--- config.mk ---
export PLATFORM = sky130hd
export DESIGN_NAME = udpd_sock_table
export DESIGN_NICKNAME = d
export VERILOG_FILES = /design/src/udpd_pkg.sv /design/src/udpd_sock_table.sv
export SDC_FILE = /design/constraint.sdc
export NUM_CORES = 1
export LEC_CHECK = 0
export ABC_AREA = 1
export BUFFER_PORTS_ARGS = -buffer_cell sky130_fd_sc_hd__buf_2
export CAP_MARGIN = 0
export CORE_ASPECT_RATIO = 1.25
export CORE_MARGIN = 2
export CORE_UTILIZATION = 45
export CTS_BUF_LIST = sky130_fd_sc_hd__clkbuf_4 sky130_fd_sc_hd__clkbuf_8 sky130_fd_sc_hd__clkbuf_16
export DETAILED_ROUTE_END_ITERATION = 7
export GPL_TIMING_DRIVEN = 0
export SYNTH_ARGS = -nofsm -noshare
export SYNTH_HDL_FRONTEND = slang
export SYNTH_SLANG_ARGS = --single-unit
--- constraint.sdc ---
create_clock -name clk -period 6.5 [get_ports clk]
set_input_delay 0.325 -clock clk [delete_from_list [all_inputs] [get_ports clk]]
set_output_delay 0.325 -clock clk [all_outputs]
set_load 0.005 [all_outputs]
--- src/udpd_pkg.sv ---
// shared constants and types for the udp port demux queue
package udpd_pkg;

  localparam int SOCKETS_DEF    = 32;
  localparam int RING_DEPTH_DEF = 16;

  // item modes
  localparam logic [1:0] MODE_BIND    = 2'd0;
  localparam logic [1:0] MODE_DELIVER = 2'd1;
  localparam logic [1:0] MODE_RECEIVE = 2'd2;

  // result status codes
  localparam logic [2:0] ST_OK         = 3'd0;
  localparam logic [2:0] ST_NO_SOCKET  = 3'd1;
  localparam logic [2:0] ST_QUEUE_FULL = 3'd2;
  localparam logic [2:0] ST_TABLE_FULL = 3'd3;
  localparam logic [2:0] ST_EMPTY      = 3'd4;
  localparam logic [2:0] ST_NOT_UDP    = 3'd5;
  localparam logic [2:0] ST_ARP        = 3'd6;
  localparam logic [2:0] ST_OTHER      = 3'd7;

  localparam logic [15:0] ETYPE_IPV4    = 16'h0800;
  localparam logic [15:0] ETYPE_ARP     = 16'h0806;
  localparam logic [7:0]  PROTO_UDP     = 8'd17;
  localparam logic [12:0] MIN_ARP_LEN   = 13'd42;  // eth + arp
  localparam logic [12:0] MIN_IP_LEN    = 13'd34;  // eth + ip
  localparam logic [12:0] MIN_UDP_LEN   = 13'd42;  // eth + ip + udp
  localparam logic [15:0] UDP_HDR_BYTES = 16'd8;

  typedef enum logic [2:0] {
    S_IDLE,
    S_DECODE,
    S_SCAN,
    S_ENTRY,
    S_OUT
  } fsm_t;

  // request to the socket table scanner
  typedef struct packed {
    logic        start;
    logic        free_scan;   // look for a free slot instead of a port match
    logic [15:0] port;
  } tbl_req_t;

  typedef struct packed {
    logic done;
    logic hit;
  } tbl_stat_t;

  typedef struct packed {
    logic       udp_ok;
    logic [2:0] status;
  } frame_class_t;

endpackage

--- src/udpd_sock_table.sv ---
// socket table: bound bits, port and ring state memory, one-slot-per-cycle scanner
module udpd_sock_table import udpd_pkg::*; #(
  parameter int SOCKETS    = SOCKETS_DEF,
  parameter int RING_DEPTH = RING_DEPTH_DEF,
  localparam int SW   = (SOCKETS > 1) ? $clog2(SOCKETS) : 1,
  localparam int RW   = $clog2(RING_DEPTH),
  localparam int CW   = $clog2(RING_DEPTH + 1)
) (
  input  logic          clk,
  input  logic          rst_n,
  input  tbl_req_t      req,
  output tbl_stat_t     stat,
  output logic [SW-1:0] hit_slot,
  output logic [RW-1:0] rd_head,
  output logic [RW-1:0] rd_tail,
  output logic [CW-1:0] rd_count,
  input  logic          wr_en,
  input  logic          wr_set_bound,
  input  logic [SW-1:0] wr_slot,
  input  logic [15:0]   wr_port,
  input  logic [RW-1:0] wr_head,
  input  logic [RW-1:0] wr_tail,
  input  logic [CW-1:0] wr_count
);

  localparam int CNTW = $clog2(SOCKETS + 1);
  localparam logic [SW-1:0]   LAST_IDX = SW'(SOCKETS - 1);
  localparam logic [CNTW-1:0] CNT_END  = CNTW'(SOCKETS);

  typedef struct packed {
    logic [15:0]   port;
    logic [RW-1:0] head;
    logic [RW-1:0] tail;
    logic [CW-1:0] count;
  } sock_t;

  sock_t           smem [SOCKETS];
  sock_t           rd_data_r;
  sock_t           wr_data;
  logic [SOCKETS-1:0] bound_r;

  logic            busy_r;
  logic            bind_r;
  logic [15:0]     port_r;
  logic [CNTW-1:0] cnt_r;
  logic            rd_vld_r;
  logic [SW-1:0]   rd_idx_r;

  logic            rd_en;
  logic            bound_bit;
  logic            match;
  logic            last;

  assign rd_en     = busy_r && (cnt_r < CNT_END);
  assign bound_bit = bound_r[rd_idx_r];
  assign match     = bind_r ? !bound_bit : (bound_bit && rd_data_r.port == port_r);
  assign last      = rd_vld_r && (rd_idx_r == LAST_IDX);

  assign stat.hit  = rd_vld_r && match;
  assign stat.done = busy_r && (stat.hit || last);
  assign hit_slot  = rd_idx_r;
  assign rd_head   = rd_data_r.head;
  assign rd_tail   = rd_data_r.tail;
  assign rd_count  = rd_data_r.count;

  assign wr_data.port  = wr_port;
  assign wr_data.head  = wr_head;
  assign wr_data.tail  = wr_tail;
  assign wr_data.count = wr_count;

  // writes only land after a scan has finished, so a read never meets a pending write
  always_ff @(posedge clk) begin
    if (wr_en) begin
      smem[wr_slot] <= wr_data;
    end
    if (rd_en) begin
      rd_data_r <= smem[cnt_r[SW-1:0]];
    end
  end

  always_ff @(posedge clk) begin
    if (!rst_n) begin
      bound_r  <= '0;
      busy_r   <= 1'b0;
      rd_vld_r <= 1'b0;
    end else begin
      if (wr_en && wr_set_bound) begin
        bound_r[wr_slot] <= 1'b1;
      end
      if (req.start) begin
        busy_r   <= 1'b1;
        rd_vld_r <= 1'b0;
      end else if (stat.done) begin
        busy_r   <= 1'b0;
        rd_vld_r <= 1'b0;
      end else if (busy_r) begin
        rd_vld_r <= rd_en;
      end
    end
  end

  always_ff @(posedge clk) begin
    if (req.start) begin
      bind_r <= req.free_scan;
      port_r <= req.port;
      cnt_r  <= '0;
    end else if (rd_en) begin
      cnt_r    <= cnt_r + CNTW'(1);
      rd_idx_r <= cnt_r[SW-1:0];
    end
  end

endmodule

* Yosys cells after proc, flatten, opt, wreduce, memory -nomap -nowiden
Memory sizes are Yosys's and may differ from the RTL's. A register that Yosys moved wholly into a read port is not among the register bits.
Index checks and enable logic that the tools add are counted.
** Cells by class
- Add/sub/neg operators :: 1
- Order comparisons :: 4
- Equal/unequal tests :: 2
- Muxes and demuxes :: 9
- Bitwise gates (word level) :: 3
- Reduce and logical (&&, ||, !) cells :: 12
** Operator list (count)
- $or A32 B32 Y32 :: 1
- $eq A16 B16 Y1 :: 1
- $lt A5 B6 Y1 const B :: 2
- $logic_and A1 B1 Y1 :: 7
- $mux W1 :: 7
- $add A6 B1 Y6 const B :: 1
- $lt A6 B6 Y1 const B :: 1
- $bmux W1 S5 :: 1
- $demux W1 S5 :: 1
- $eq A5 B5 Y1 const B :: 1
- $ge A5 B1 Y1 const B :: 1
- $reduce_or A3 Y1 :: 1
- $not A1 Y1 :: 2
- $reduce_and A2 Y1 :: 1
- $reduce_bool A2 Y1 :: 1
- $logic_not A1 Y1 :: 1
- $logic_or A1 B1 Y1 :: 1
** Word-level totals
- Register bits :: 62
- Memory bits (writable) :: 928
- Memories kept :: 1
** Memory list
- smem :: depth 32, width 29, read ports 1, clocked after Yosys merged registers in 1, write ports 1, line udpd_sock_table.sv:37 : sock_t smem [SOCKETS];

* Depth between registers and ports, before layout
- Depth in word-level cells :: 9
- Mapped depth :: 15
- Mapped depth without buffers :: 14

* Worst setup path after synthesis
OpenSTA, ideal clock, no wires.
- Path kind :: in2reg
- From :: input wr_slot[1]
- To :: memory smem[12][0] (netlist name) (enable)
- Arrival :: 3137 ps
- Data required time :: 6049 ps
- Path slack :: 2912 ps
- Cell stages on the path :: 4
- Path through :: buf_4 > nor2_1 > clkinv_1 > nor3_1
** RTL lines
- from (decl) :: line udpd_sock_table.sv:19 : input logic [SW-1:0] wr_slot,
- to (decl) :: line udpd_sock_table.sv:37
No word-level cell before the write port.

* Worst setup path after layout
- From :: input wr_slot[1]
- To :: memory smem[30][0] (netlist name) (enable)
No word-level cell before the write port.

==> flow_summary.ini <==
[die]
die_x_um = 271
rows = 122
die_h_um = 337
dieArea_sq_um = 91200
ios = 76
design.core.area_sq_um = 88200
start_util_pct = 45.3

[synthesis]
synth-main-ff-cell = edfxtp_1
syn_area_per_cell_sq_um = 13.2
yosysTopAreaCell = edfxtp_1
synth_cell_types = 33
synth-edff-count = 979
synthesis.area_sq_um = 40000
synth_cells = 3022
synth.area.top_cells = edfxtp_1 74%, o21ai_0 5.9%, nor2_1 4.6%, o22ai_1 2.3%, dfxtp_1 2.0%
syn_nets = 3079
post-synth-top-area-fraction_pct = 73.6
ys_seq_area_share_pct = 75.6
async_flop_share_pct = 0
ys_warn_count = 0
yosys_register_bits = 1019

[worst_setup_path]
start_kind = primary input
path_common_cell = buf_6
worstPathArrival_ns = 3.66
cpMaxStageDelayCell = nor3_2
path_cells = dlygate4sd3_1 -> buf_4 -> clkinv_1 -> nor2_4 -> clkinv_1 -> nor3_2 -> buf_6 -> buf_6 -> buf_6
cp_max_fo = 10
rrSetupSlack_ns = 3.28
r2r_start = cnt_r[0]$_SDFFE_PP0P_
cp-end-kind = flip-flop
max_stage_delay_ns = 0.93
reg2reg_to = rd_data_r[16]$_DFFE_PP_
r2r_cells = 10
crit_type = in -> reg
required_ns = 6.87

[detailed_routing]
antenna_left = 0
drt_iter0_drc = 3800
wl_per_cell_um = 29.2
via_count = 27800
drc = 0
via_per_inst = 6.06
routed_wl_um = 134000
first_pass_iters = 5

[timing]
rsz0062_at_grt = false
worst_pin_slew_ns = 1.02
fmax_mhz = 304
setup_viol = 0
fin_hold_ws_ns = 0.0411
fin_crit_sh_pct = 50.6
hold_viol_final = 0
setup_tns_ns = 0
skew_ns = 0.0340
max_slew_margin_pct = 32.0
drv_slew = 0
fin_crit_ns = 3.29

[layout]
nFillCells = 7453
final_util_pct = 52.9
nets = 3379
syn2layout_area_growth_pct = 16.9
drive_gt1_share_pct = 14.3
final_cell_area_sq_um = 46700

[global_routing]
grt_remaining_overflow = 0
grt_pass1_wl_um = 188000
antenna_found_initial = 3
grt_pass1_vias = 26700
grtUsageTotal_pct = 29.0
grt_max_degree = 33

[power_and_ir_drop]
ir_drop_uv = 283
power_leakage_nw = 15.4
p_per_area_nw_per_um2 = 310

[place]
io_buffers = 73
hpwl_um = 92200
placed_cell_area_sq_um = 43200
gp_congestion = 0.945

[clock_network]
cts_tree = yes
post-cts-setup-buffer-count = 0
cts.repair.resized = 0
clockBufferDepth = 3
cts_root_buf = clkbuf_16
clkTransAtPathRegs_ns = 0.06
cts_made_buffers = 98
htree_levels = 3
clock_latency_ns = 0.70
cts.sink_count = 1019

[worst_hold_path]
holdCritPathClass = in -> reg
hold_start = wr_slot[0]
worstHoldEndpoint = bound_r[9]$_SDFFE_PN0P_
min_path_cells = 3

[run_status]
status = finished clean

[flow_run]
maxCapViolations = 0
[worst max-delay path by stage]
stage               start                endpoint  slack (ns)  cells after the start
6_report       wr_slot[1]   smem[30][0]$_DFFE_PP_        3.21                      9
5_1_grt        wr_slot[1]   smem[30][0]$_DFFE_PP_        3.12                      9
3_3_place_gp   wr_slot[0]   smem[16][4]$_DFFE_PP_       -0.11                      4
2_1_floorplan  wr_slot[1]   smem[12][0]$_DFFE_PP_        2.91                      4
3_5_place_dp   wr_slot[1]   smem[30][0]$_DFFE_PP_        3.21                      8
4_1_cts        wr_slot[1]  smem[30][12]$_DFFE_PP_        3.38                      9
[per-stage QoR]
| step | total power (W) | cells | setup slack, ns |
|---|---|---|---|
| detailed placement | 0.00867 | 4380 | 3.21 |
| CTS | 0.0145 | 4581 | 3.38 |
| floorplan | 0.00804 | 3022 | 2.91 |
| global route | 0.0148 | 4581 | 3.12 |
| global placement | 0.00863 | 4273 | -0.108 |
| finish | 0.0145 | 4584 | 3.21 |
[kinds of logic after synthesis]
group                    share of synthesized area (%)
flip-flops                                        75.6
AND/OR/NAND/NOR                                   9.02
AO/OA/AOI/OAI                                     11.5
buffers and inverters                             3.71
XOR/XNOR                                         0.110
adder cells (fa/ha/maj)                         0.0313
[placed cells by master (no fill, tap or decap), drive strengths merged, types with 20 or more instances in the layout]
| cell type | n |
|---|---|
| o221ai | 88 |
| edfxtp | 979 |
| clkinv | 44 |
| a21oi | 35 |
| o211ai | 31 |
| o22ai | 145 |
| dfxtp | 40 |
| nand4 | 45 |
| buf | 284 |
| nor3 | 46 |
| nor2 | 493 |
| nand3 | 95 |
| nand2 | 186 |
| inv | 102 |
| clkbuf | 232 |
| dlygate4sd3 | 20 |
| o21ai | 498 |
[where the power goes]
group	switching [W]	internal, W	leakage, nW
combinational	0.000953	0.000294	4.57
clock	0.00250	0.00341	1.63
sequential	0.0000305	0.00730	9.17
[final cells by class]
cell class                 count  area (sq um)  share of cell area, %
antenna                        3          7.51                 0.0161
clock inverter                65           684                   1.47
timing repair buffer         200          1770                   3.80
inverter                     104           395                  0.846
multi-input combinational   1679          8430                   18.1
tap                         1178          1470                   3.16
buffer                       220          1090                   2.33
sequential                  1019         30200                   64.7
clock buffer                 116          2660                   5.69
[synthesized netlist by cell type, types with 13 or more instances]
cell	n
o22ai_1	145
buf_6	13
nor2_1	491
o211ai_1	31
nand3_1	94
o21ai_0	469
buf_4	25
nand4_1	45
edfxtp_1	979
nand2_1	185
dfxtp_1	40
nor3_1	46
inv_1	96
clkbuf_1	116
o221ai_1	88
a21oi_1	34
buf_2	56
o21ai_1	29
[routing by layer]
metal	track usage (%)	wire (um)
met5	0	27
met3	5.41	13000
met4	16.4	7930
met1	35.4	47900
met2	48.7	65200
[worst max-delay path: cells and delay by family]
kind | cells | cell delay [ns]
AND/OR/NAND/NOR | 2 | 1.26
buffers and inverters | 7 | 2.05
[timing repair]
action	CTS	global route
endpoints found under the setup margin	0	0
hold buffers	20	0
hold endpoints to repair	27	0
[registers in the layout, indices dropped and copies added (netlist names)]
signal     cells
rd_tail        4
busy_r         1
bind_r         1
bound_r       32
port_r        16
hit_slot       5
smem         928
rd_head        4
cnt_r          6
rd_data_r     16
rd_count       5
rd_vld_r       1
(Power assumes the default switching activity.)
