<file path="src/udpd_pkg.sv">
// shared constants and types for the udp port demux queue
package udpd_pkg;

  localparam int SOCKETS_DEF    = 32;
  localparam int RING_DEPTH_DEF = 16;

  // item modes
  localparam logic [1:0] MODE_BIND    = 2'd0;
  localparam logic [1:0] MODE_DELIVER = 2'd1;
  localparam logic [1:0] MODE_RECEIVE = 2'd2;

  // result status codes
  localparam logic [2:0] ST_OK         = 3'd0;
  localparam logic [2:0] ST_NO_SOCKET  = 3'd1;
  localparam logic [2:0] ST_QUEUE_FULL = 3'd2;
  localparam logic [2:0] ST_TABLE_FULL = 3'd3;
  localparam logic [2:0] ST_EMPTY      = 3'd4;
  localparam logic [2:0] ST_NOT_UDP    = 3'd5;
  localparam logic [2:0] ST_ARP        = 3'd6;
  localparam logic [2:0] ST_OTHER      = 3'd7;

  localparam logic [15:0] ETYPE_IPV4    = 16'h0800;
  localparam logic [15:0] ETYPE_ARP     = 16'h0806;
  localparam logic [7:0]  PROTO_UDP     = 8'd17;
  localparam logic [12:0] MIN_ARP_LEN   = 13'd42;  // eth + arp
  localparam logic [12:0] MIN_IP_LEN    = 13'd34;  // eth + ip
  localparam logic [12:0] MIN_UDP_LEN   = 13'd42;  // eth + ip + udp
  localparam logic [15:0] UDP_HDR_BYTES = 16'd8;

  typedef enum logic [2:0] {
    S_IDLE,
    S_DECODE,
    S_SCAN,
    S_ENTRY,
    S_OUT
  } fsm_t;

  // request to the socket table scanner
  typedef struct packed {
    logic        start;
    logic        free_scan;   // look for a free slot instead of a port match
    logic [15:0] port;
  } tbl_req_t;

  typedef struct packed {
    logic done;
    logic hit;
  } tbl_stat_t;

  typedef struct packed {
    logic       udp_ok;
    logic [2:0] status;
  } frame_class_t;

endpackage

</file>
<file path="src/udpd_classify.sv">
// frame classifier: ethertype, length and ip protocol checks for deliver words
module udpd_classify import udpd_pkg::*; (
  input  logic [15:0]  ethertype,
  input  logic [12:0]  frame_len,
  input  logic [7:0]   ip_protocol,
  output frame_class_t cls
);

  always_comb begin
    cls.udp_ok = 1'b0;
    cls.status = ST_OTHER;
    if (ethertype == ETYPE_ARP && frame_len >= MIN_ARP_LEN) begin
      cls.status = ST_ARP;
    end else if (ethertype == ETYPE_IPV4 && frame_len >= MIN_IP_LEN) begin
      if (ip_protocol != PROTO_UDP || frame_len < MIN_UDP_LEN) begin
        cls.status = ST_NOT_UDP;
      end else begin
        cls.udp_ok = 1'b1;
        cls.status = ST_OK;
      end
    end
  end

endmodule

</file>
<file path="config.mk">
export PLATFORM = sky130hd
export DESIGN_NAME = udpd_classify
export DESIGN_NICKNAME = d
export VERILOG_FILES = /design/src/udpd_pkg.sv /design/src/udpd_classify.sv
export SDC_FILE = /design/constraint.sdc
export NUM_CORES = 1
export LEC_CHECK = 0
export ABC_CLOCK_PERIOD_IN_PS = 1750
export BUFFER_PORTS_ARGS = -buffer_cell sky130_fd_sc_hd__buf_2
export CORE_AREA = 2 2 39 41
export DETAILED_ROUTE_END_ITERATION = 10
export DIE_AREA = 0 0 41 43
export PLACE_DENSITY = 0.52
export SLEW_MARGIN = 20
export SYNTH_ARGS = -nofsm -noshare
export SYNTH_HDL_FRONTEND = slang
export SYNTH_SLANG_ARGS = --single-unit
</file>
<file path="constraint.sdc">
create_clock -name vclk -period 1.75
set_input_delay 0.35 -clock vclk [all_inputs]
set_output_delay 0.35 -clock vclk [all_outputs]
set_load 0.1 [all_outputs]
</file>
# Word level (Yosys, flattened, before mapping)
# Index checks and enable logic that the tools add are counted.
# op_classes
magnitude_cmp	3
eq_ne	3
n_mux	5
n_reduce_logical	3
# op_table
op	count
== test 16 x 12 -> 1 bit, second input constant	2
greater-or-equal comparator 13 x 6 -> 1 bit, second input constant	2
< comparator 13 x 6 -> 1 bit, second input constant	1
inequality test 8 x 5 -> 1 bit, second input constant	1
two-way mux 3 bit	2
two-way mux 4 bit	1
logical AND 1 bit	2
two-way mux 1 bit	2
logical OR 1 bit	1
# word_totals
reg_bits	0
input_bits	37
out_inout_bits	4
elab_cells	14

# Longest topological paths before layout
# Gate-level depths: netlist of the first run.
# depth
word_depth	5
depth_mapped	4
ltp_nobuf	4

# Worst setup path before layout of the first run
# OpenSTA, ideal clock, no wires.
# synth_path
kind	input port to output port
from	input frame_len[3]
to	output cls[0] in the netlist's numbering
arrival_ns	2.762
t_required_ns	1.400
setup_slack_ns	-1.362
cell_stages	4
n_path_buf	0
cell_sequence	or4_4 -> a211oi_2 -> nor4b_1 -> o2111ai_1
# synth_lines
item	line	text
from (decl)	udpd_classify.sv:4	input logic [12:0] frame_len,
to (decl)	udpd_classify.sv:6	output frame_class_t cls

==> results of run 1 <==
## synth_stat cells, drive strengths merged
cell type,number
nor2,3
or4,3
and4b,2
nor4,2
nor4b,2
a211oi,1
and2,1
and3,1
inv,1
nand2,1
nand3,1
nor3,1
nor4bb,1
o2111ai,1
o21a,1
o21ai,1
or3,1
## final timing paths
kind / start / to / slack, ns / depth (start not counted)
max: frame_len[11] / cls[0] / -0.41 / 6
min: ethertype[8] / cls[2] / 1.18 / 5
## worst min-delay path, stage by stage
cell,delay [ns]
sky130_fd_sc_hd__buf_6,0.06
sky130_fd_sc_hd__or4_4,0.13
sky130_fd_sc_hd__nor4bb_4,0.05
sky130_fd_sc_hd__nand3_2,0.07
sky130_fd_sc_hd__buf_12,0.17
## cells by family after synthesis
logic type,count (synthesis),share of synthesized area [%]
AOI/OAI and AO/OA,4,19.01
buffers and inverters,1,2.111
and+or+nand+nor,19,78.88
## final cells by class
type / instances / area (um^2) / area share [%]
inverters: 1 / 3.754 / 0.6608
multi-input cells: 23 / 227.7 / 40.09
well taps: 16 / 20.02 / 3.524
repair buffers: 45 / 316.6 / 55.73
## metrics by stage
stage | hold WS [ns] | utilization (%)
CTS | 1.212 | 40.05
floorplan | 1.047 | -
global placement | 1.183 | 37.25
detailed placement | 1.193 | 37.25
global route | 1.202 | 41.05
finish | 1.183 | 41.05
## cells in the final DEF, fill, tap and decap left out, drive strengths merged, types with 2 or more instances in the layout
cell type | synthesis | layout
buf | 0 | 45
nor2 | 3 | 3
or4 | 3 | 3
and4b | 2 | 2
nor4 | 2 | 2
nor4b | 2 | 2
## routing by layer
layer	routed length, um	up-vias	GRT usage (%)
met5	0	-	0
met4	0	0	0
met3	128	0	0.5236
met2	346	30	16.25
met1	266	159	8.254
li1	-	191	-
## timing repair
action,CTS,global route
resized for setup,6,1
endpoints found under the hold margin,0,0
endpoints found under the setup margin,4,4
pin swaps,3,2
buffers inserted,0,1
## power groups by stage
stage	clock network (uW)	registers, uW	logic [uW]
after floorplan	0	0	11.1
after global placement	0	0	55.3
after detailed placement	0	0	56.3
after CTS	0	0	62.9
after global routing	0	0	71.6
final	0	0	65.1
==> flow_metrics.py, run 1 <==
metrics = {
    "status": {
        "outcome": "complete, but fails checks",
        "failed_checks": "negative setup slack",
    },
    "synthesis": {
        "yosysTopAreaCell": "sky130_fd_sc_hd__or4_4",
        "synth.cell_area_um2": 177.7,
        "synthesis.nets": 61,
        "postSynthCellCount": 24,
        "proportion_of_netlist_area_held_by_the_largest_area_contributor_pct": 12.68,
        "seq_area_frac_synth_pct": 0,
        "post_synth.cell_area_avg_um2": 7.403,
        "synth.top_cells.by_area": "sky130_fd_sc_hd__or4_4 13%, sky130_fd_sc_hd__and4b_1 11%, sky130_fd_sc_hd__nor4b_1 9.9%",
        "synth_cell_type_count": 18,
        "yosysWarningCount": 0,
    },
    "routing": {
        "drc": 0,
        "drt_iter0_drcs": 0,
        "vias_per_cell": 4.471,
        "final_antenna_net_count": 0,
        "postRouteWirelength_um": 741,
        "detailroute.via_count": 380,
        "detail_route.first_pass.iterations": 1,
        "routed_wire_length_per_instance_um": 8.718,
    },
    "floorplan": {
        "placeable_area_um2": 1384,
        "io-pin-count": 41,
        "height_of_the_die_um": 43,
        "core.rowCount": 14,
        "initial_util_pct": 12.84,
        "die_area_um2": 1763,
        "die_width_um": 41,
    },
    "global_routing": {
        "wire_length_of_the_first_global_routing_pass_mm": 1.048,
        "grt_max_degree": 4,
        "globalRoute.totalOverflow": 0,
        "antenna_found_initial": 0,
        "grtUsageTotal_pct": 7.900,
        "via_count_of_the_first_global_routing_pass": 314,
    },
    "power_and_ir_drop": {
        "p_sw_uw": 20.96,
        "ir_drop_uv": 47.57,
        "p_int_uw": 44.18,
        "power.share.switching_pct": 32.18,
        "power_per_cell_area_nw_per_um2": 114.7,
        "power_leakage_uw": 0.0002558,
        "proportion_of_power_drawn_by_the_clock_network_pct": 0,
        "sequentialPowerShare_pct": 0,
        "power.share.combinational_pct": 100.0,
        "post-layout-total-power_uw": 65.14,
    },
    "sta": {
        "slew_headroom_pct": 78.92,
        "setup_slack_ns": -0.4082,
        "final.setup.tns_ns": -1.269,
        "final-max-slew-violation-count": 0,
        "fmax_mhz": 463.3,
        "timing_worst_slew_pin_value_ns": 0.3138,
        "min_clock_period_post_route_ns": 2.158,
        "hold_viol_final": 0,
        "post-route-period-util_pct": 123.3,
        "setup_violations": 4,
        "setup_repair_after_global_routing_missed_its_margin": "yes",
    },
    "setup_path": {
        "critical_path.startpoint_type": "input port",
        "data_arrival_time_at_the_worst_slack_endpoint_ns": 1.81,
        "worst-path-max-fanout": 2,
        "setup.worst_path.end_class": "primary output",
        "cpPeakStageDelay_ns": 0.55,
        "worst_path_max_delay_cell": "sky130_fd_sc_hd__or4_4",
        "worst-endpoint-required_ns": 1.40,
        "critical_path.cell_chain": "buf_6 > or4_4 > a211oi_4 > nor4b_2 > o2111ai_4 > buf_12",
        "worstSetupPathType": "input port to primary output",
        "critical_path_buf_inv_count": 2,
        "critical-path-top-delay-family": "simple AND/OR/NAND/NOR gates",
    },
    "final_layout": {
        "sequential_cell_total": 0,
        "nClkBuffers": 0,
        "ff_latch_area_um2": 0,
        "n_antenna_cell": 0,
        "final.fill_count": 150,
        "finalNetCount": 108,
        "final-instance-count-excl-fill": 85,
        "area_growth_syn_to_fin_pct": 219.7,
        "drive_gt1_share_pct": 78.26,
        "post-route-cell-area_um2": 568.0,
    },
    "placement": {
        "gp_routability_congestion": 0.6371,
        "placement.setup.worst_slack_ns": -0.4431,
        "dpl-instance-area_um2": 515.5,
        "io_buffer_count": 40,
        "placedCellCount": 84,
    },
    "clock_tree": {
        "ctsHoldBuffers": 0,
    },
    "flow_run": {
        "drv_cap": 0,
    },
    "hold_path": {
        "min-delay-path-class": "input port to primary output",
    },
}
Note: power is estimated with default switching activity, not from simulation.
==> run 2: changes to the inputs <==
--- a/config.mk
+++ b/config.mk
@@ -7,10 +7,13 @@
 export LEC_CHECK = 0
 export ABC_CLOCK_PERIOD_IN_PS = 1750
 export BUFFER_PORTS_ARGS = -buffer_cell sky130_fd_sc_hd__buf_2
-export CORE_AREA = 2 2 39 41
+export CELL_PAD_IN_SITES_DETAIL_PLACEMENT = 0
+export CELL_PAD_IN_SITES_GLOBAL_PLACEMENT = 2
+export CORE_ASPECT_RATIO = 0.8
+export CORE_MARGIN = 2
+export CORE_UTILIZATION = 10
 export DETAILED_ROUTE_END_ITERATION = 10
-export DIE_AREA = 0 0 41 43
-export PLACE_DENSITY = 0.52
+export PLACE_DENSITY = 0.95
 export SLEW_MARGIN = 20
 export SYNTH_ARGS = -nofsm -noshare
 export SYNTH_HDL_FRONTEND = slang
==> run 2 against run 1 <==
The run still ends with negative setup slack left. Worst hold slack got worse by 0.065 ns. Sequential share of layout area unchanged. Global-route usage decreased by 0.099 points. Via count decreased by 0.79%. Die area increased by 21%. Critical endpoint unchanged. Critical path depth unchanged. Fmax increased by 0.99%. Sequential cell count unchanged. Routed wire length increased by 7.2%. Non-clock buffer count decreased by 1. Combinational power about the same. Final cell count increased by 5.9%.
==> flow_metrics.py, run 2 (synthesized netlist as in run 1, its figures left out) <==
metrics = {
    "status": {
        "outcome": "complete, but fails checks",
        "failed_checks": "negative setup slack",
    },
    "placement": {
        "placement.setup.worst_slack_ns": -0.4167,
        "dpl-instance-area_um2": 515.5,
        "place_hpwl_um": 755.6,
        "io_buffer_count": 40,
        "gp_routability_congestion": 0.6146,
    },
    "routing": {
        "postRouteWirelength_um": 794,
        "detailroute.via_count": 377,
        "drc": 0,
        "final_antenna_net_count": 0,
        "detail_route.first_pass.iterations": 4,
        "vias_per_cell": 4.189,
        "routed_wire_length_per_instance_um": 8.822,
        "drt_iter0_drcs": 6,
    },
    "setup_path": {
        "critical_path.startpoint_type": "input port",
        "setup.worst_path.end_class": "primary output",
        "critical-path-top-delay-family": "simple AND/OR/NAND/NOR gates",
        "data_arrival_time_at_the_worst_slack_endpoint_ns": 1.79,
        "worst-endpoint-required_ns": 1.40,
        "worst-path-max-fanout": 2,
        "critical_path_buf_inv_count": 2,
        "worstSetupPathType": "input port to primary output",
        "cpPeakStageDelay_ns": 0.53,
        "critical_path.cell_chain": "buf_6 > or4_4 > a211oi_4 > nor4b_2 > o2111ai_4 > buf_12",
        "worst_path_max_delay_cell": "sky130_fd_sc_hd__or4_4",
    },
    "clock_tree": {
        "ctsHoldBuffers": 0,
    },
    "floorplan": {
        "die_width_um": 51.13,
        "height_of_the_die_um": 41.70,
        "placeable_area_um2": 1643,
        "die_area_um2": 2132,
        "io-pin-count": 41,
        "initial_util_pct": 10.81,
        "core.rowCount": 13,
    },
    "power_and_ir_drop": {
        "sequentialPowerShare_pct": 0,
        "p_sw_uw": 22.69,
        "power_per_cell_area_nw_per_um2": 110.7,
        "ir_drop_uv": 39.14,
        "power.share.combinational_pct": 100.0,
        "proportion_of_power_drawn_by_the_clock_network_pct": 0,
        "power.share.switching_pct": 34.80,
        "post-layout-total-power_uw": 65.21,
        "p_int_uw": 42.52,
        "power_leakage_uw": 0.0002568,
    },
    "global_routing": {
        "wire_length_of_the_first_global_routing_pass_mm": 1.373,
        "antenna_found_initial": 0,
        "globalRoute.totalOverflow": 0,
        "via_count_of_the_first_global_routing_pass": 389,
        "grt_max_degree": 4,
        "grtUsageTotal_pct": 7.801,
    },
    "sta": {
        "setup_repair_after_global_routing_missed_its_margin": "yes",
        "whs_ns": 1.118,
        "timing_worst_slew_pin_value_ns": 0.3122,
        "slew_headroom_pct": 79.13,
        "setup_slack_ns": -0.3870,
        "min_clock_period_post_route_ns": 2.137,
        "fmax_mhz": 467.9,
        "hold_viol_final": 0,
        "setup_violations": 4,
        "post-route-period-util_pct": 122.1,
        "final-max-slew-violation-count": 0,
    },
    "hold_path": {
        "holdPathEnd": "cls[0]",
        "hold_path.startpoint": "ethertype[5]",
        "min-delay-path-class": "input port to primary output",
        "holdPathStages": 4,
    },
    "final_layout": {
        "post-route-cell-area_um2": 589.3,
        "area_growth_syn_to_fin_pct": 231.7,
        "sequential_cell_total": 0,
        "layout.cells.most_common": "sky130_fd_sc_hd__buf_2",
        "finalNetCount": 107,
        "nClkBuffers": 0,
        "post-route-util_pct": 35.87,
        "layout.cells.most_common_list": "32 x sky130_fd_sc_hd__buf_2, 4 x sky130_fd_sc_hd__buf_6, 4 x sky130_fd_sc_hd__buf_12, 4 x sky130_fd_sc_hd__buf_4",
        "ff_latch_area_um2": 0,
        "n_antenna_cell": 0,
        "drive_gt1_share_pct": 80.88,
    },
    "flow_run": {
        "drv_cap": 0,
    },
}
[run 2: changes by cell type in the layout (fill, tap and decap cells not counted)]
cell and delta:
sky130_fd_sc_hd__nor4_4 +1, sky130_fd_sc_hd__buf_6 +1, sky130_fd_sc_hd__nor4_1 -1, sky130_fd_sc_hd__inv_1 -1, sky130_fd_sc_hd__buf_2 -1, sky130_fd_sc_hd__buf_4 -1, sky130_fd_sc_hd__inv_2 +1
[run 2: final cells by class]
type                            count  area, um^2
Fill cell                         172        1054
Timing Repair Buffer               44       315.3
Multi-Input combinational cell     23       242.7
Tap cell                           22       27.53
Inverter                            1       3.754
[run 2: repair_timing]
item,CTS,global route
endpoints found under the setup margin,4,4
resized for setup,5,6
buffers inserted,0,1
pin swaps,1,6
[run 2: metal layers]
metal	GRT usage [%]	share of wire (%)
met5	0	0
met4	0	0
met3	0.7194	12
met2	16.88	53
met1	8.225	35
[run 2: stage by stage]
step / TNS [ns] / cells
2_1_floorplan: -1.510 / 24
6_report: -1.361 / 90
3_5_place_dp: -1.527 / 89
4_1_cts: -1.486 / 89
3_3_place_gp: -1.464 / 89
5_1_grt: -1.586 / 90
[run 2: worst max path at each step]
| stage | start | end | slack, ns | depth (start not counted) |
|---|---|---|---|---|
| finish | frame_len[3] | cls[0] | -0.39 | 6 |
| global route | frame_len[3] | cls[0] | -0.45 | 6 |
| CTS | ethertype[8] | cls[2] | -0.39 | 6 |
| detailed placement | ip_protocol[5] | cls[0] | -0.42 | 6 |
| global placement | frame_len[11] | cls[0] | -0.39 | 6 |
| floorplan | frame_len[11] | cls[0] | -0.42 | 4 |
[run 2: power by group through the flow]
stage               logic [uW]  clock network [uW]  registers, uW
floorplan                 11.1                   0              0
global placement          51.8                   0              0
detailed placement        53.2                   0              0
CTS                       57.7                   0              0
global route              72.4                   0              0
finish                    65.2                   0              0
==> run 3: changes to the inputs <==
==> constraint.sdc (replaced) <==
create_clock -name vclk -period 1.75
set_input_delay 0.35 -clock vclk [all_inputs]
set_output_delay 0.35 -clock vclk [all_outputs]
set_load 0.02 [all_outputs]
==> run 3 against run 2 <==
The run still ends with negative setup slack left. Non-clock buffer count down 2. Clock-buffer cell count unchanged. Critical endpoint unchanged. Critical path depth unchanged. Final area down 16%.
==> flow_metrics.py, run 3 (synthesized netlist as in run 1, its figures left out) <==
metrics = {
    "final_layout": {
        "ff_latch_area_um2": 0,
        "area_growth_syn_to_fin_pct": 178.2,
        "nClkBuffers": 0,
        "layout.cells.most_common_list": "33 x sky130_fd_sc_hd__buf_2, 5 x sky130_fd_sc_hd__buf_6, 4 x sky130_fd_sc_hd__buf_4",
        "layout.cells.most_common": "sky130_fd_sc_hd__buf_2",
        "final.fill_count": 170,
        "finalNetCount": 105,
        "n_antenna_cell": 0,
        "post-route-cell-area_um2": 494.2,
        "drive_gt1_share_pct": 77.27,
        "sequential_cell_total": 0,
    },
    "placement": {
        "place_hpwl_um": 706.5,
        "dpl-instance-area_um2": 431.7,
        "placement.setup.worst_slack_ns": -0.3698,
        "gp_routability_congestion": 0.7185,
        "io_buffer_count": 40,
    },
    "flow_run": {
        "drv_cap": 0,
    },
    "routing": {
        "drc": 0,
        "detail_route.first_pass.iterations": 1,
        "postRouteWirelength_um": 759,
        "vias_per_cell": 4.057,
        "final_antenna_net_count": 0,
        "routed_wire_length_per_instance_um": 8.625,
        "detailroute.via_count": 357,
        "drt_iter0_drcs": 0,
    },
    "sta": {
        "setup_slack_ns": -0.3030,
        "fmax_mhz": 487.1,
        "final-max-slew-violation-count": 0,
        "post-route-period-util_pct": 117.3,
        "whs_ns": 1.040,
        "min_clock_period_post_route_ns": 2.053,
        "setup_violations": 4,
        "slew_headroom_pct": 82.12,
        "hold_viol_final": 0,
        "timing_worst_slew_pin_value_ns": 0.2674,
        "setup_repair_after_global_routing_missed_its_margin": "yes",
    },
    "floorplan": {
        "die_width_um": 51.13,
        "initial_util_pct": 10.81,
        "height_of_the_die_um": 41.70,
        "die_area_um2": 2132,
        "io-pin-count": 41,
        "core.rowCount": 13,
        "placeable_area_um2": 1643,
    },
    "global_routing": {
        "grtUsageTotal_pct": 7.589,
        "antenna_found_initial": 0,
        "via_count_of_the_first_global_routing_pass": 359,
        "wire_length_of_the_first_global_routing_pass_mm": 1.345,
        "grt_max_degree": 4,
        "globalRoute.totalOverflow": 0,
    },
    "power_and_ir_drop": {
        "post-layout-total-power_uw": 59.34,
        "power_per_cell_area_nw_per_um2": 120.1,
        "power_leakage_uw": 0.0002240,
        "ir_drop_uv": 38.09,
    },
    "status": {
        "outcome": "complete, but fails checks",
        "failed_checks": "negative setup slack",
    },
    "setup_path": {
        "worst-endpoint-required_ns": 1.40,
        "setup.worst_path.end_class": "primary output",
        "worst-path-max-fanout": 2,
        "critical_path.startpoint_type": "input port",
        "setup.worst_path.start": "frame_len[3]",
        "data_arrival_time_at_the_worst_slack_endpoint_ns": 1.70,
        "worstSetupPathType": "input port to primary output",
    },
    "hold_path": {
        "holdPathStages": 4,
        "holdPathEnd": "cls[0]",
        "hold_path.startpoint": "ethertype[5]",
        "min-delay-path-class": "input port to primary output",
    },
}
[run 3: layout make-up]
type | count | area, um^2 | share of cell area, %
inverters | 1 | 3.754 | 0.7595
repair buffers | 42 | 251.5 | 50.89
multi-input cells | 23 | 211.5 | 42.78
well taps | 22 | 27.53 | 5.570
[run 3: repair_timing]
action / CTS / global route
setup endpoints to repair: 4 / 4
hold buffers: 0 / 0
gates resized for setup: 13 / 1
pin swaps: 3 / 5
gates cloned: 0 / 0
setup buffers: 0 / 0
[run 3: worst max-delay path by stage]
stage / slack [ns] / cells after the start / endpoint
4_1_cts: -0.33 / 6 / cls[0]
2_1_floorplan: -0.09 / 3 / cls[3]
3_5_place_dp: -0.37 / 5 / cls[3]
5_1_grt: -0.37 / 6 / cls[0]
3_3_place_gp: -0.34 / 5 / cls[3]
6_report: -0.30 / 6 / cls[0]
[run 3: metal layers]
layer  vias to the layer above  GRT usage (%)  wire length (um)  part of all wire (%)
li1                        186              -                 -                     -
met1                       159          6.957               237                    31
met2                        12          18.18               486                    64
met3                         0              0                35                   4.6
met4                         0              0                 0                     0
met5                         -              0                 0                     0
[run 3: power by group]
group | internal (uW) | total, uW | switching [uW]
Sequential | 0 | 0 | 0
Combinational | 40.0 | 59.3 | 19.3
Clock | 0 | 0 | 0
Total | 40.0 | 59.3 | 19.3
[run 3: stage by stage]
step,util [%],std cells,TNS (ns)
after floorplan,-,24,-0.2504
after global placement,26.28,88,-1.202
after detailed placement,26.28,88,-1.290
after CTS,29.70,88,-1.079
after global routing,30.08,88,-1.302
final,30.08,88,-1.049
[run 3: critical path: stages]
cell                        delay [ns]
sky130_fd_sc_hd__buf_6            0.09
sky130_fd_sc_hd__or4_4            0.54
sky130_fd_sc_hd__a211oi_4         0.30
sky130_fd_sc_hd__nor4b_2          0.09
sky130_fd_sc_hd__o2111ai_2        0.17
sky130_fd_sc_hd__buf_4            0.17
